File: src/hdl/multibulk_request_parser_defines.svh
// Assertion macros shared by the parser RTL.
// Each expects clk and rst_n in scope.
`ifndef MULTIBULK_REQUEST_PARSER_DEFINES_SVH
`define MULTIBULK_REQUEST_PARSER_DEFINES_SVH

// Same-cycle implication.
`define MRP_ASSERT_IMP(lbl, pre, post) \
    lbl: assert property (@(posedge clk) disable iff (!rst_n) (pre) |-> (post)) \
        else $error("mrp check failed");

// Next-cycle implication.
`define MRP_ASSERT_NXT(lbl, pre, post) \
    lbl: assert property (@(posedge clk) disable iff (!rst_n) (pre) |=> (post)) \
        else $error("mrp check failed");

`endif

File: src/hdl/mrp_pkg.sv
package mrp_pkg;

    typedef enum logic [2:0] {
        PH_IDLE,
        PH_COUNT,
        PH_LEN,
        PH_SKIP,
        PH_PAYLOAD,
        PH_ERROR
    } phase_t;

    localparam logic [1:0] KIND_FRAME   = 2'd0;
    localparam logic [1:0] KIND_PAYLOAD = 2'd1;
    localparam logic [1:0] KIND_ERROR   = 2'd2;

    localparam logic [2:0] ERR_NONE       = 3'd0;
    localparam logic [2:0] ERR_NESTED     = 3'd1;
    localparam logic [2:0] ERR_NO_COUNT   = 3'd2;
    localparam logic [2:0] ERR_ZERO       = 3'd3;
    localparam logic [2:0] ERR_UNEXPECTED = 3'd4;
    localparam logic [2:0] ERR_TOO_LARGE  = 3'd5;

    localparam logic [7:0] CH_STAR   = 8'h2A;
    localparam logic [7:0] CH_DOLLAR = 8'h24;
    localparam logic [7:0] CH_CR     = 8'h0D;
    localparam logic [7:0] CH_LF     = 8'h0A;
    localparam logic [7:0] CH_ZERO   = 8'h30;
    localparam logic [7:0] CH_NINE   = 8'h39;

    typedef struct packed {
        logic [1:0] kind;
        logic [7:0] payload_byte;
        logic [9:0] arg_index;
        logic       arg_last;
        logic       command_last;
        logic [2:0] error_code;
    } mrp_result_t;

endpackage

File: src/hdl/multibulk_request_parser.sv
// Multibulk request parser.
// Slave stream: one received request byte per transfer in s_axis_tdata.
// Master stream: one result per request byte. m_axis_tuser carries the kind
// (framing byte, argument payload byte, error); payload bytes come with their
// argument index, an argument-last flag in tdata and a command-last flag on
// tlast. Errors carry a code in tdata and stick until reset.
// A request accepted on the slave side passes the input register, then the
// result register, before its result shows on the master side.
// Throughput: one request per cycle while the receiver takes results, set by
// the single parse step between the input register and the result register.
// When the receiver stalls, the result register holds and the input register
// fills; s_axis_tready drops once both are occupied and returns in the cycle
// the receiver takes the result.
// Reset clears both stream stages, returns the parser to idle between
// segments with no command open, and clears any latched error.
module multibulk_request_parser #(
    parameter int MAX_ARGS    = 1024,
    parameter int MAX_ARG_LEN = 1048576
) (
    input  logic        clk,
    input  logic        rst_n,
    input  logic        s_axis_tvalid,
    output logic        s_axis_tready,
    input  logic [7:0]  s_axis_tdata,   // [7:0] rx_byte
    output logic        m_axis_tvalid,
    input  logic        m_axis_tready,
    output logic [23:0] m_axis_tdata,   // [7:0] payload_byte, [17:8] arg_index,
                                        // [18] arg_last, [21:19] error_code
    output logic        m_axis_tlast,   // command_last
    output logic [1:0]  m_axis_tuser    // [1:0] kind
);
    import mrp_pkg::*;

    logic        byte_valid;
    logic [7:0]  rx_byte;
    logic        out_valid;
    logic        advance;
    mrp_result_t result;

    // move a request into the result register when it is free or being drained
    assign advance = byte_valid && (!out_valid || m_axis_tready);

    mrp_in_stage u_in (
        .clk           (clk),
        .rst_n         (rst_n),
        .s_axis_tvalid (s_axis_tvalid),
        .s_axis_tready (s_axis_tready),
        .s_axis_tdata  (s_axis_tdata),
        .advance       (advance),
        .byte_valid    (byte_valid),
        .rx_byte       (rx_byte)
    );

    mrp_core #(
        .MAX_ARGS    (MAX_ARGS),
        .MAX_ARG_LEN (MAX_ARG_LEN)
    ) u_core (
        .clk     (clk),
        .rst_n   (rst_n),
        .advance (advance),
        .rx_byte (rx_byte),
        .result  (result)
    );

    mrp_out_stage u_out (
        .clk           (clk),
        .rst_n         (rst_n),
        .advance       (advance),
        .result        (result),
        .out_valid     (out_valid),
        .m_axis_tvalid (m_axis_tvalid),
        .m_axis_tready (m_axis_tready),
        .m_axis_tdata  (m_axis_tdata),
        .m_axis_tlast  (m_axis_tlast),
        .m_axis_tuser  (m_axis_tuser)
    );

endmodule

File: src/hdl/mrp_in_stage.sv
module mrp_in_stage (
    input  logic       clk,
    input  logic       rst_n,
    input  logic       s_axis_tvalid,
    output logic       s_axis_tready,
    input  logic [7:0] s_axis_tdata,   // [7:0] rx_byte
    input  logic       advance,
    output logic       byte_valid,
    output logic [7:0] rx_byte
);
    import mrp_pkg::*;

    logic       valid_reg;
    logic       valid_next;
    logic [7:0] byte_reg;
    logic       take;

    assign s_axis_tready = !valid_reg || advance;
    assign take          = s_axis_tvalid && s_axis_tready;

    always_comb
    begin
        valid_next = valid_reg;
        if (take)
        begin
            valid_next = 1'b1;
        end
        else if (advance)
        begin
            valid_next = 1'b0;
        end
    end

    always_ff @(posedge clk or negedge rst_n)
    begin
        if (!rst_n)
        begin
            valid_reg <= 1'b0;
        end
        else
        begin
            valid_reg <= valid_next;
        end
    end

    always_ff @(posedge clk)
    begin
        if (take)
        begin
            byte_reg <= s_axis_tdata;
        end
    end

    assign byte_valid = valid_reg;
    assign rx_byte    = byte_reg;

endmodule

File: src/hdl/mrp_core.sv
`include "multibulk_request_parser_defines.svh"

module mrp_core #(
    parameter int MAX_ARGS    = 1024,
    parameter int MAX_ARG_LEN = 1048576
) (
    input  logic                clk,
    input  logic                rst_n,
    input  logic                advance,
    input  logic [7:0]          rx_byte,
    output mrp_pkg::mrp_result_t result
);
    import mrp_pkg::*;

    localparam int BOUND_MAX = (MAX_ARGS > MAX_ARG_LEN) ? MAX_ARGS : MAX_ARG_LEN;
    localparam int NUM_W     = $clog2(BOUND_MAX + 1);
    localparam int PROD_W    = NUM_W + 4;
    localparam int AE_W      = $clog2(MAX_ARGS + 1);
    localparam int AR_W      = (MAX_ARGS > 1) ? $clog2(MAX_ARGS) : 1;
    localparam int LEN_W     = $clog2(MAX_ARG_LEN + 1);
    localparam logic [PROD_W-1:0] ARGS_BOUND = PROD_W'(MAX_ARGS);
    localparam logic [PROD_W-1:0] LEN_BOUND  = PROD_W'(MAX_ARG_LEN);

    phase_t             phase_reg,   phase_next;
    logic [NUM_W-1:0]   accum_reg,   accum_next;
    logic [AE_W-1:0]    args_exp_reg, args_exp_next;
    logic [AR_W-1:0]    args_rcv_reg, args_rcv_next;
    logic [LEN_W-1:0]   bytes_rem_reg, bytes_rem_next;
    logic [1:0]         skip_reg,    skip_next;
    logic [2:0]         err_reg,     err_next;

    logic               is_digit;
    logic [PROD_W-1:0]  accum_ext;
    logic [PROD_W-1:0]  prod;
    logic [PROD_W-1:0]  bound;
    logic [2:0]         new_err;
    logic               arg_last;
    logic               cmd_last;
    logic [1:0]         skip_dec;

    assign is_digit  = (rx_byte >= CH_ZERO) && (rx_byte <= CH_NINE);
    assign accum_ext = PROD_W'(accum_reg);
    // times ten plus the digit
    assign prod      = (accum_ext << 3) + (accum_ext << 1) + PROD_W'(rx_byte[3:0]);
    assign bound     = (phase_reg == PH_COUNT) ? ARGS_BOUND : LEN_BOUND;
    assign arg_last  = (bytes_rem_reg <= LEN_W'(1));
    assign cmd_last  = arg_last &&
                       ((AE_W + 1)'(args_rcv_reg) + (AE_W + 1)'(1) >= (AE_W + 1)'(args_exp_reg));
    assign skip_dec  = (skip_reg != 2'd0) ? skip_reg - 2'd1 : 2'd0;

    // error raised by this byte
    always_comb
    begin
        new_err = ERR_NONE;
        unique case (phase_reg) inside
            PH_IDLE:
            begin
                if (rx_byte == CH_CR || rx_byte == CH_LF)
                begin
                    new_err = ERR_NONE;
                end
                else if (rx_byte == CH_STAR)
                begin
                    if (args_exp_reg != '0)
                    begin
                        new_err = ERR_NESTED;
                    end
                end
                else if (rx_byte == CH_DOLLAR)
                begin
                    if (args_exp_reg == '0)
                    begin
                        new_err = ERR_NO_COUNT;
                    end
                end
                else
                begin
                    new_err = ERR_UNEXPECTED;
                end
            end
            PH_COUNT, PH_LEN:
            begin
                if (is_digit)
                begin
                    if (prod > bound)
                    begin
                        new_err = ERR_TOO_LARGE;
                    end
                end
                else if (rx_byte == CH_CR)
                begin
                    if (accum_reg == '0)
                    begin
                        new_err = ERR_ZERO;
                    end
                end
                else
                begin
                    new_err = ERR_UNEXPECTED;
                end
            end
            PH_SKIP, PH_PAYLOAD, PH_ERROR:
            begin
                new_err = ERR_NONE;
            end
            default:
            begin
                new_err = ERR_UNEXPECTED;
            end
        endcase
    end

    // next state
    always_comb
    begin
        phase_next     = phase_reg;
        accum_next     = accum_reg;
        args_exp_next  = args_exp_reg;
        args_rcv_next  = args_rcv_reg;
        bytes_rem_next = bytes_rem_reg;
        skip_next      = skip_reg;
        err_next       = err_reg;
        if (err_reg != ERR_NONE)
        begin
            phase_next = PH_ERROR;
        end
        else if (new_err != ERR_NONE)
        begin
            err_next   = new_err;
            phase_next = PH_ERROR;
        end
        else
        begin
            unique case (phase_reg) inside
                PH_IDLE:
                begin
                    if (rx_byte == CH_STAR)
                    begin
                        accum_next = '0;
                        phase_next = PH_COUNT;
                    end
                    else if (rx_byte == CH_DOLLAR)
                    begin
                        accum_next = '0;
                        phase_next = PH_LEN;
                    end
                end
                PH_COUNT, PH_LEN:
                begin
                    if (is_digit)
                    begin
                        accum_next = prod[NUM_W-1:0];
                    end
                    else
                    begin
                        // CR ends a non-zero number
                        if (phase_reg == PH_COUNT)
                        begin
                            args_exp_next = AE_W'(accum_reg);
                            args_rcv_next = '0;
                        end
                        else
                        begin
                            bytes_rem_next = LEN_W'(accum_reg);
                        end
                        accum_next = '0;
                        skip_next  = 2'd1;
                        phase_next = PH_SKIP;
                    end
                end
                PH_SKIP:
                begin
                    skip_next = skip_dec;
                    if (skip_dec == 2'd0)
                    begin
                        phase_next = (bytes_rem_reg != '0) ? PH_PAYLOAD : PH_IDLE;
                    end
                end
                PH_PAYLOAD:
                begin
                    if (arg_last)
                    begin
                        bytes_rem_next = '0;
                        if (cmd_last)
                        begin
                            args_exp_next = '0;
                            args_rcv_next = '0;
                        end
                        else
                        begin
                            args_rcv_next = args_rcv_reg + AR_W'(1);
                        end
                        skip_next  = 2'd2;
                        phase_next = PH_SKIP;
                    end
                    else
                    begin
                        bytes_rem_next = bytes_rem_reg - LEN_W'(1);
                    end
                end
                PH_ERROR:
                begin
                    phase_next = PH_ERROR;
                end
                default:
                begin
                    err_next   = ERR_UNEXPECTED;
                    phase_next = PH_ERROR;
                end
            endcase
        end
    end

    // result for this byte
    always_comb
    begin
        result = '0;
        if (err_reg != ERR_NONE)
        begin
            result.kind       = KIND_ERROR;
            result.error_code = err_reg;
        end
        else if (new_err != ERR_NONE)
        begin
            result.kind       = KIND_ERROR;
            result.error_code = new_err;
        end
        else if (phase_reg == PH_PAYLOAD)
        begin
            result.kind         = KIND_PAYLOAD;
            result.payload_byte = rx_byte;
            result.arg_index    = 10'(args_rcv_reg);
            result.arg_last     = arg_last;
            result.command_last = cmd_last;
        end
        else
        begin
            result.kind = KIND_FRAME;
        end
    end

    always_ff @(posedge clk or negedge rst_n)
    begin
        if (!rst_n)
        begin
            phase_reg     <= PH_IDLE;
            accum_reg     <= '0;
            args_exp_reg  <= '0;
            args_rcv_reg  <= '0;
            bytes_rem_reg <= '0;
            skip_reg      <= 2'd0;
            err_reg       <= ERR_NONE;
        end
        else if (advance)
        begin
            phase_reg     <= phase_next;
            accum_reg     <= accum_next;
            args_exp_reg  <= args_exp_next;
            args_rcv_reg  <= args_rcv_next;
            bytes_rem_reg <= bytes_rem_next;
            skip_reg      <= skip_next;
            err_reg       <= err_next;
        end
    end

    `MRP_ASSERT_NXT(a_err_sticky, err_reg != ERR_NONE, err_reg == $past(err_reg))
    `MRP_ASSERT_IMP(a_payload_len, phase_reg == PH_PAYLOAD, bytes_rem_reg != '0)
    `MRP_ASSERT_IMP(a_payload_open, phase_reg == PH_PAYLOAD, args_exp_reg != '0)
    `MRP_ASSERT_IMP(a_rcv_below, args_exp_reg != '0,
                    (AE_W + 1)'(args_rcv_reg) < (AE_W + 1)'(args_exp_reg))
    `MRP_ASSERT_IMP(a_err_phase, (err_reg != ERR_NONE) || (phase_reg == PH_ERROR),
                    (err_reg != ERR_NONE) && (phase_reg == PH_ERROR))

endmodule

File: src/hdl/mrp_out_stage.sv
module mrp_out_stage (
    input  logic                 clk,
    input  logic                 rst_n,
    input  logic                 advance,
    input  mrp_pkg::mrp_result_t result,
    output logic                 out_valid,
    output logic                 m_axis_tvalid,
    input  logic                 m_axis_tready,
    output logic [23:0]          m_axis_tdata,  // [7:0] payload_byte, [17:8] arg_index,
                                                // [18] arg_last, [21:19] error_code
    output logic                 m_axis_tlast,  // command_last
    output logic [1:0]           m_axis_tuser   // [1:0] kind
);
    import mrp_pkg::*;

    logic        valid_reg;
    logic        valid_next;
    mrp_result_t res_reg;

    always_comb
    begin
        valid_next = valid_reg;
        if (advance)
        begin
            valid_next = 1'b1;
        end
        else if (m_axis_tready)
        begin
            valid_next = 1'b0;
        end
    end

    always_ff @(posedge clk or negedge rst_n)
    begin
        if (!rst_n)
        begin
            valid_reg <= 1'b0;
        end
        else
        begin
            valid_reg <= valid_next;
        end
    end

    always_ff @(posedge clk)
    begin
        if (advance)
        begin
            res_reg <= result;
        end
    end

    assign out_valid     = valid_reg;
    assign m_axis_tvalid = valid_reg;
    assign m_axis_tdata  = {2'b00, res_reg.error_code, res_reg.arg_last,
                            res_reg.arg_index, res_reg.payload_byte};
    assign m_axis_tlast  = res_reg.command_last;
    assign m_axis_tuser  = res_reg.kind;

endmodule
File: config.mk
export PLATFORM = sky130hd
export DESIGN_NAME = multibulk_request_parser
export DESIGN_NICKNAME = d
export VERILOG_FILES = /design/src/hdl/mrp_pkg.sv /design/src/hdl/multibulk_request_parser.sv /design/src/hdl/mrp_in_stage.sv /design/src/hdl/mrp_core.sv /design/src/hdl/mrp_out_stage.sv
export VERILOG_INCLUDE_DIRS = /design/src /design/src/hdl
export SDC_FILE = /design/constraint.sdc
export NUM_CORES = 1
export LEC_CHECK = 0
export BUFFER_PORTS_ARGS = -buffer_cell sky130_fd_sc_hd__buf_2
export CORE_ASPECT_RATIO = 1.5
export CORE_MARGIN = 5
export CORE_UTILIZATION = 30
export CTS_CLUSTER_SIZE = 30
export DETAILED_ROUTE_END_ITERATION = 12
export SLEW_MARGIN = 20
export SYNTH_ARGS = -nofsm -noshare
export SYNTH_HDL_FRONTEND = slang
export SYNTH_HIERARCHICAL = 1
export SYNTH_SLANG_ARGS = --single-unit
File: constraint.sdc
create_clock -name clk -period 13.4 [get_ports clk]
set_input_delay 1.34 -clock clk [delete_from_list [all_inputs] [get_ports clk]]
set_output_delay 1.34 -clock clk [all_outputs]
set_load 0.05 [all_outputs]
Word-level counts from Yosys, hierarchy flattened

Index checks and enable logic that the tools add are counted.

Bits in registers: 106

Add/subtract/negate cells: 6
Order comparisons: 5
Eq/ne operators: 20
Multiplexer cells: 51
Bitwise logic cells: 3
Reductions and logical operators: 35

Operators with widths:

| kind                  | count |
|---|---|
| $mux 21               | 7 |
| $pmux 21 s2           | 2 |
| $mux 3                | 18 |
| $mux 11               | 4 |
| $mux 10               | 4 |
| $add 24x22->25        | 1 |
| $add 25x4->25         | 1 |
| $gt 25x25->1          | 1 |
| $pmux 11 s2           | 1 |
| $le 21x1->1 const B   | 1 |
| $logic_not 21->1      | 1 |
| $reduce_bool 21->1    | 1 |
| $sub 21x1->21 const B | 1 |
| $pmux 10 s2           | 1 |
| $eq 8x4->1 const B    | 2 |
| $eq 8x6->1 const B    | 2 |
| $ge 12x11->1          | 1 |
| $pmux 3 s4            | 1 |
| $reduce_and 6->1      | 2 |
| $add 10x1->11 const B | 1 |
| $logic_not 11->1      | 1 |
| $reduce_bool 11->1    | 1 |
| $add 10x1->10 const B | 1 |
| $mux 2                | 5 |
| 30 further kinds      | 59 |

Depth between registers and ports, before layout

Word-level depth: 9
Depth in mapped cells: 20
Gate-level depth less buffers: 19

Modules after synthesis

The synthesis kept the hierarchy.

Modules (own cells, without submodules):

| module                   | instances | cells an instance | area an instance (µm²) | sequential area each (µm²) |
|---|---|---|---|---|
| mrp_core                 | 1         | 756               | 6296.0                 | 1776.7 |
| mrp_out_stage            | 1         | 32                | 813.3                  | 775.7 |
| mrp_in_stage             | 1         | 12                | 294.0                  | 265.3 |
| multibulk_request_parser | 1         | 2                 | 11.3                   | 0.0 |

Worst setup path after synthesis

No wires, ideal clock.

Path kind: flip-flop to flip-flop
Start point: register u_in.byte_reg[3] (netlist: u_in/rx_byte[3])
End point: register u_core.accum_reg[10]
Data arrival time: 4.668 ns
Required time: 13.275 ns
Slack: 8.607 ns
Stages on the path, launching flop included: 20
Buffers on the path: 1
Period minus slack after synthesis: 4.793 ns
Cells stage by stage: edfxtp_1 -> inv_1 -> fa_1 -> fa_1 -> nand2b_1 -> a21boi_2 -> o211ai_1 -> nand3_1 -> a31oi_1 -> xnor2_1 -> ha_1 -> nand4b_1 -> nor4b_1 -> nand4_1 -> a311oi_1 -> and4bb_1 -> a21oi_1 -> a2111o_1 -> buf_6 -> mux2_4

Cells in the longest elaborated chain, start to end: 8
Elaborated cells on any way between the ends: 24
Classes of those cells: 1 x add/sub; 3 x order compare; 5 x eq/ne; 10 x mux; 1 x bitwise; 4 x reduce/logical

Ends and longest elaborated chain:

| element                                     | line                                            | RTL |
|---|---|---|
| start: declaration                          | mrp_in_stage.sv:15                              | `logic [7:0] byte_reg;` |
| start signal: assignment                    | mrp_in_stage.sv:50                              | `byte_reg <= s_axis_tdata;` |
| $add 25x4->25 or $eq 8x6->1 (tied branches) | mrp_core.sv:44, mrp_core.sv:69, mrp_core.sv:142 |  |
| $gt 25x25->1 or $mux 3 (tied branches)      | mrp_core.sv:85, mrp_core.sv:69                  |  |
| $mux 3 (on tied branches)                   | mrp_core.sv:85, mrp_core.sv:62                  |  |
| $mux 3 (on tied branches)                   | mrp_core.sv:83, mrp_core.sv:58                  |  |
| $pmux 3 s3                                  | mrp_core.sv:55                                  | `unique case (phase_reg) inside` |
| $reduce_bool 3->1                           | mrp_core.sv:127                                 | `else if (new_err != ERR_NONE)` |
| $not 1->1 (no line)                         | --                                              |  |
| $reduce_and 5->1 (no line)                  | --                                              |  |
| end signal: assignment                      | mrp_core.sv:257                                 | `accum_reg <= accum_next;` |
| end: declaration                            | mrp_core.sv:25                                  | `logic [NUM_W-1:0] accum_reg, accum_next;` |

Parallel ways exist; a longest one is shown, timed or not.
A chain may end at the register's enable or synchronous reset.

Worst setup path after layout

Start point: register u_in.byte_reg[3] (netlist: u_in/rx_byte[3])
End point: register u_core.accum_reg[15]

The elaborated chain is that of the path after synthesis.

==> key figures <==
Run status
  – Status: finished, final reports clean

Setup path
  – Crit-path slowest cell: a2111o_2
  – CP Capture Point: u_core/accum_reg[15]$_DFFE_PN0P_
  – Most common cell type on the critical path: fa_1
  – Worst reg2reg setup slack: 7.68 ns
  – CP Launch Point: u_in/rx_byte[3]$_DFFE_PP_
  – Critical Path End Type: flip-flop
  – Crit-path cells: inv_1 -> fa_1 -> fa_1 -> nand2b_1 -> a21boi_2 -> o211ai_1 -> nand3_1 -> a31oi_1 -> xnor2_1 -> ha_1 -> nand4b_1 -> nor4b_1 -> nand4_1 -> a311oi_1 -> and4bb_1 -> a21oi_1 -> a2111o_2 -> mux2_4
  – Setup CP Type: flip-flop to flip-flop
  – Critical Path RT: 13.63 ns
  – Reg2Reg Depth: 18
  – CP arrival: 5.95 ns
  – CP delay by family, top: compound AO/OA/AOI/OAI gates
  – Reg2reg start: u_in/rx_byte[3]$_DFFE_PP_
  – Reg-to-Reg End: u_core/accum_reg[15]$_DFFE_PN0P_
  – Worst path bufs/invs: 1
  – Maximum fanout along the worst path: 21
  – Worst path max stage delay: 0.73 ns
  – Crit path depth: 18
  – Critical path launch point type: flip-flop

Floorplanning
  – Die height: 202.5 um
  – Initial Utilization: 30.45%
  – Die ar.: ~0.028 mm2
  – Row cnt: 70
  – IO Pins: 41
  – Die X-Extent: 138.4 um
  – Core Area: 0.02435 mm2

Place
  – Placed Cells incl. Taps: around 1100
  – Worst slack, placed: 7.597 ns
  – HPWL after DPL: 14970 um
  – Gpl congestion: between 0.8 and 0.9
  – Port Buffers: 38

Clock network
  – Num CTS Buffers: 9
  – CTS H-tree lvls: 3
  – Hold buffers post-CTS: 0
  – Clk slew on worst S/H paths: 0.07 ns
  – Clk_lat worst skew: 0.35 ns
  – Root Buffer: clkbuf_16
  – CTS tree: built
  – CTS Buffer Depth: 2
  – Clock Sinks: 106
  – Number of gates resized after cts: 0
  – Postcts setup bufs: 0

Timing
  – Unrepaired setup endpoints after global routing: no
  – Final count of hold timing violations: 0
  – Fin crit period: 5.717 ns
  – Final Cycle Share: 42.67%
  – TNS Setup: 0 ns
  – Slew Limit Fails: 0
  – Slew margin rel.: 35.13%
  – Final setup violation count: 0
  – Worst-Margin Slew: slightly below 1 ns
  – PnR worst setup slack: ~7.7 ns
  – Layout Skew: 0.007825 ns
  – FMAX: 174.9 MHz

Cells and area
  – # diodes: 0
  – P&R area growth vs syn: 10.99%
  – # nets final: just under 900
  – Ratio of cells with drive above 1 in the final layout: between 10 and 15%
  – Number of flip-flops in the largest register: 22
  – Most common cell after layout, fill and taps aside: dfrtp_1
  – Most frequent cells in the layout: 73 x dfrtp_1, 70 x nand2_1, 70 x nor2_1
  – Fill count: 2532
  – Finished Layout Cells: 1150

Yosys
  – Yosys reg bits: roughly 110
  – Syn Std Cell Area: 0.007415 mm2
  – Unique masters post-synth: 83
  – Post-synth EDFFs: 33
  – Synth warn: 6
  – Gate count of the mapped netlist: around 800
  – Syn avg cell area: 9.245 um2
  – Seq/Total Area, Yosys: 38.00%
  – Dominant synthesized flop cell: dfrtp_1
  – Post-synthesis async set-or-reset flop share: 68.87%

GRT
  – Vias in the first global route: 6165
  – Largest net degree at the start of global routing: 74
  – Antenna violations before repair: 0
  – Global Route Usage Sum: 13.67%
  – Remaining Overflow, GRT: 0
  – First-pass GRT wire length: 31420 um

Drt
  – Vias: 6113
  – DR WL/cell: 16.92 um
  – First-pass detailed-route iteration total: 5
  – Final WL: 19460 um
  – DRT iter0 DRCs: 398
  – DR vias/cell: 5.316
  – Antenna Nets Post-Route: 0
  – DRC: 0

Pwr
  – Pleak: 3.808 nW
  – PwrDens: 149.1 mW/mm2
  – VDD IR max: 0.07399 mV

Worst hold path
  – Hold Path Class: flip-flop to flip-flop

Job
  – Max_cap viols: 0
[power breakdown]
group	switching, mW	internal (mW)
combinational	0.334	0.175
clock	0.124	0.165
sequential	0.0469	0.382
total	0.505	0.722
[metrics by stage]
stage	hold slack (ns)	cell area (um2)	utilization [%]	total power, mW
floorplan	0.4583	7418	-	0.7927
global placement	0.4865	7871	32.33	0.9360
detailed placement	0.5015	7871	32.33	0.9408
CTS	0.5182	8199	33.67	1.234
global route	0.5655	8229	33.80	1.304
finish	0.5271	8229	33.80	1.227
[synthesized netlist by cell type, drive strengths merged, types with 4 or more instances]
library cell	number	area [um2]
dfrtp	73	1827
nand2	70	262.8
nor2	70	262.8
o21ai	68	340.3
ha	57	713.2
a21oi	49	252.8
inv	40	150.1
edfxtp	33	991.0
and2	27	173.9
nor3	25	146.4
mux2i	20	200.2
nand2b	20	132.6
clkbuf	19	71.32
buf	16	107.6
nand3	16	80.08
a21o	15	112.6
mux2	15	210.2
nor4	15	93.84
xnor2	14	122.6
a32oi	13	113.9
nand4	11	81.32
and3	8	50.05
or3	8	55.05
a31oi	7	43.79
o21a	7	52.55
a211oi	6	55.05
a21boi	5	41.28
a22oi	5	37.54
xor2	5	43.79
a211o	4	35.03
and4	4	35.03
nor2b	4	25.02
or2	4	25.02
[layer usage]
metal,wire [um],global-route usage (%),vias up
met5,0,0,-
met4,1149,8.404,0
met3,598,1.932,60
met2,10200,25.31,156
met1,7510,14.52,2930
li1,-,-,2967
[cell families after synthesis]
| family | share of synthesized area [%] |
|---|---|
| and+or+nand+nor | 20.50 |
| AOI/OAI and AO/OA | 19.07 |
| DFF | 38.00 |
| buffers and inverters | 4.438 |
| adders and majority gates | 10.16 |
| muxes | 5.535 |
| xor gates and xnor gates | 2.244 |
| other | 0.05058 |
[how the worst min path moves through the flow]
stage,from,to,cells past startpoint
after floorplan,u_core/err_reg[1]$_DFFE_PN0P_,u_core/err_reg[1]$_DFFE_PN0P_,1
after detailed placement,u_core/err_reg[1]$_DFFE_PN0P_,u_core/err_reg[1]$_DFFE_PN0P_,1
after global routing,u_core/skip_reg[0]$_DFFE_PN0P_,u_core/skip_reg[0]$_DFFE_PN0P_,1
after CTS,u_core/err_reg[1]$_DFFE_PN0P_,u_core/err_reg[1]$_DFFE_PN0P_,1
final,u_core/err_reg[1]$_DFFE_PN0P_,u_core/err_reg[1]$_DFFE_PN0P_,1
after global placement,u_core/err_reg[1]$_DFFE_PN0P_,u_core/err_reg[1]$_DFFE_PN0P_,1
[cell type report]
type / count / area (um2) / share of cell area, %
multi-input combinational: 622 / 4285 / 52.08
clock inverter: 7 / 102.6 / 1.247
clock buffer: 9 / 225.2 / 2.737
timing repair buffer: 42 / 242.7 / 2.950
tap: 324 / 405.4 / 4.926
sequential: 106 / 2818 / 34.24
inverter: 40 / 150.1 / 1.825
Power figures use the tool's default switching activity.
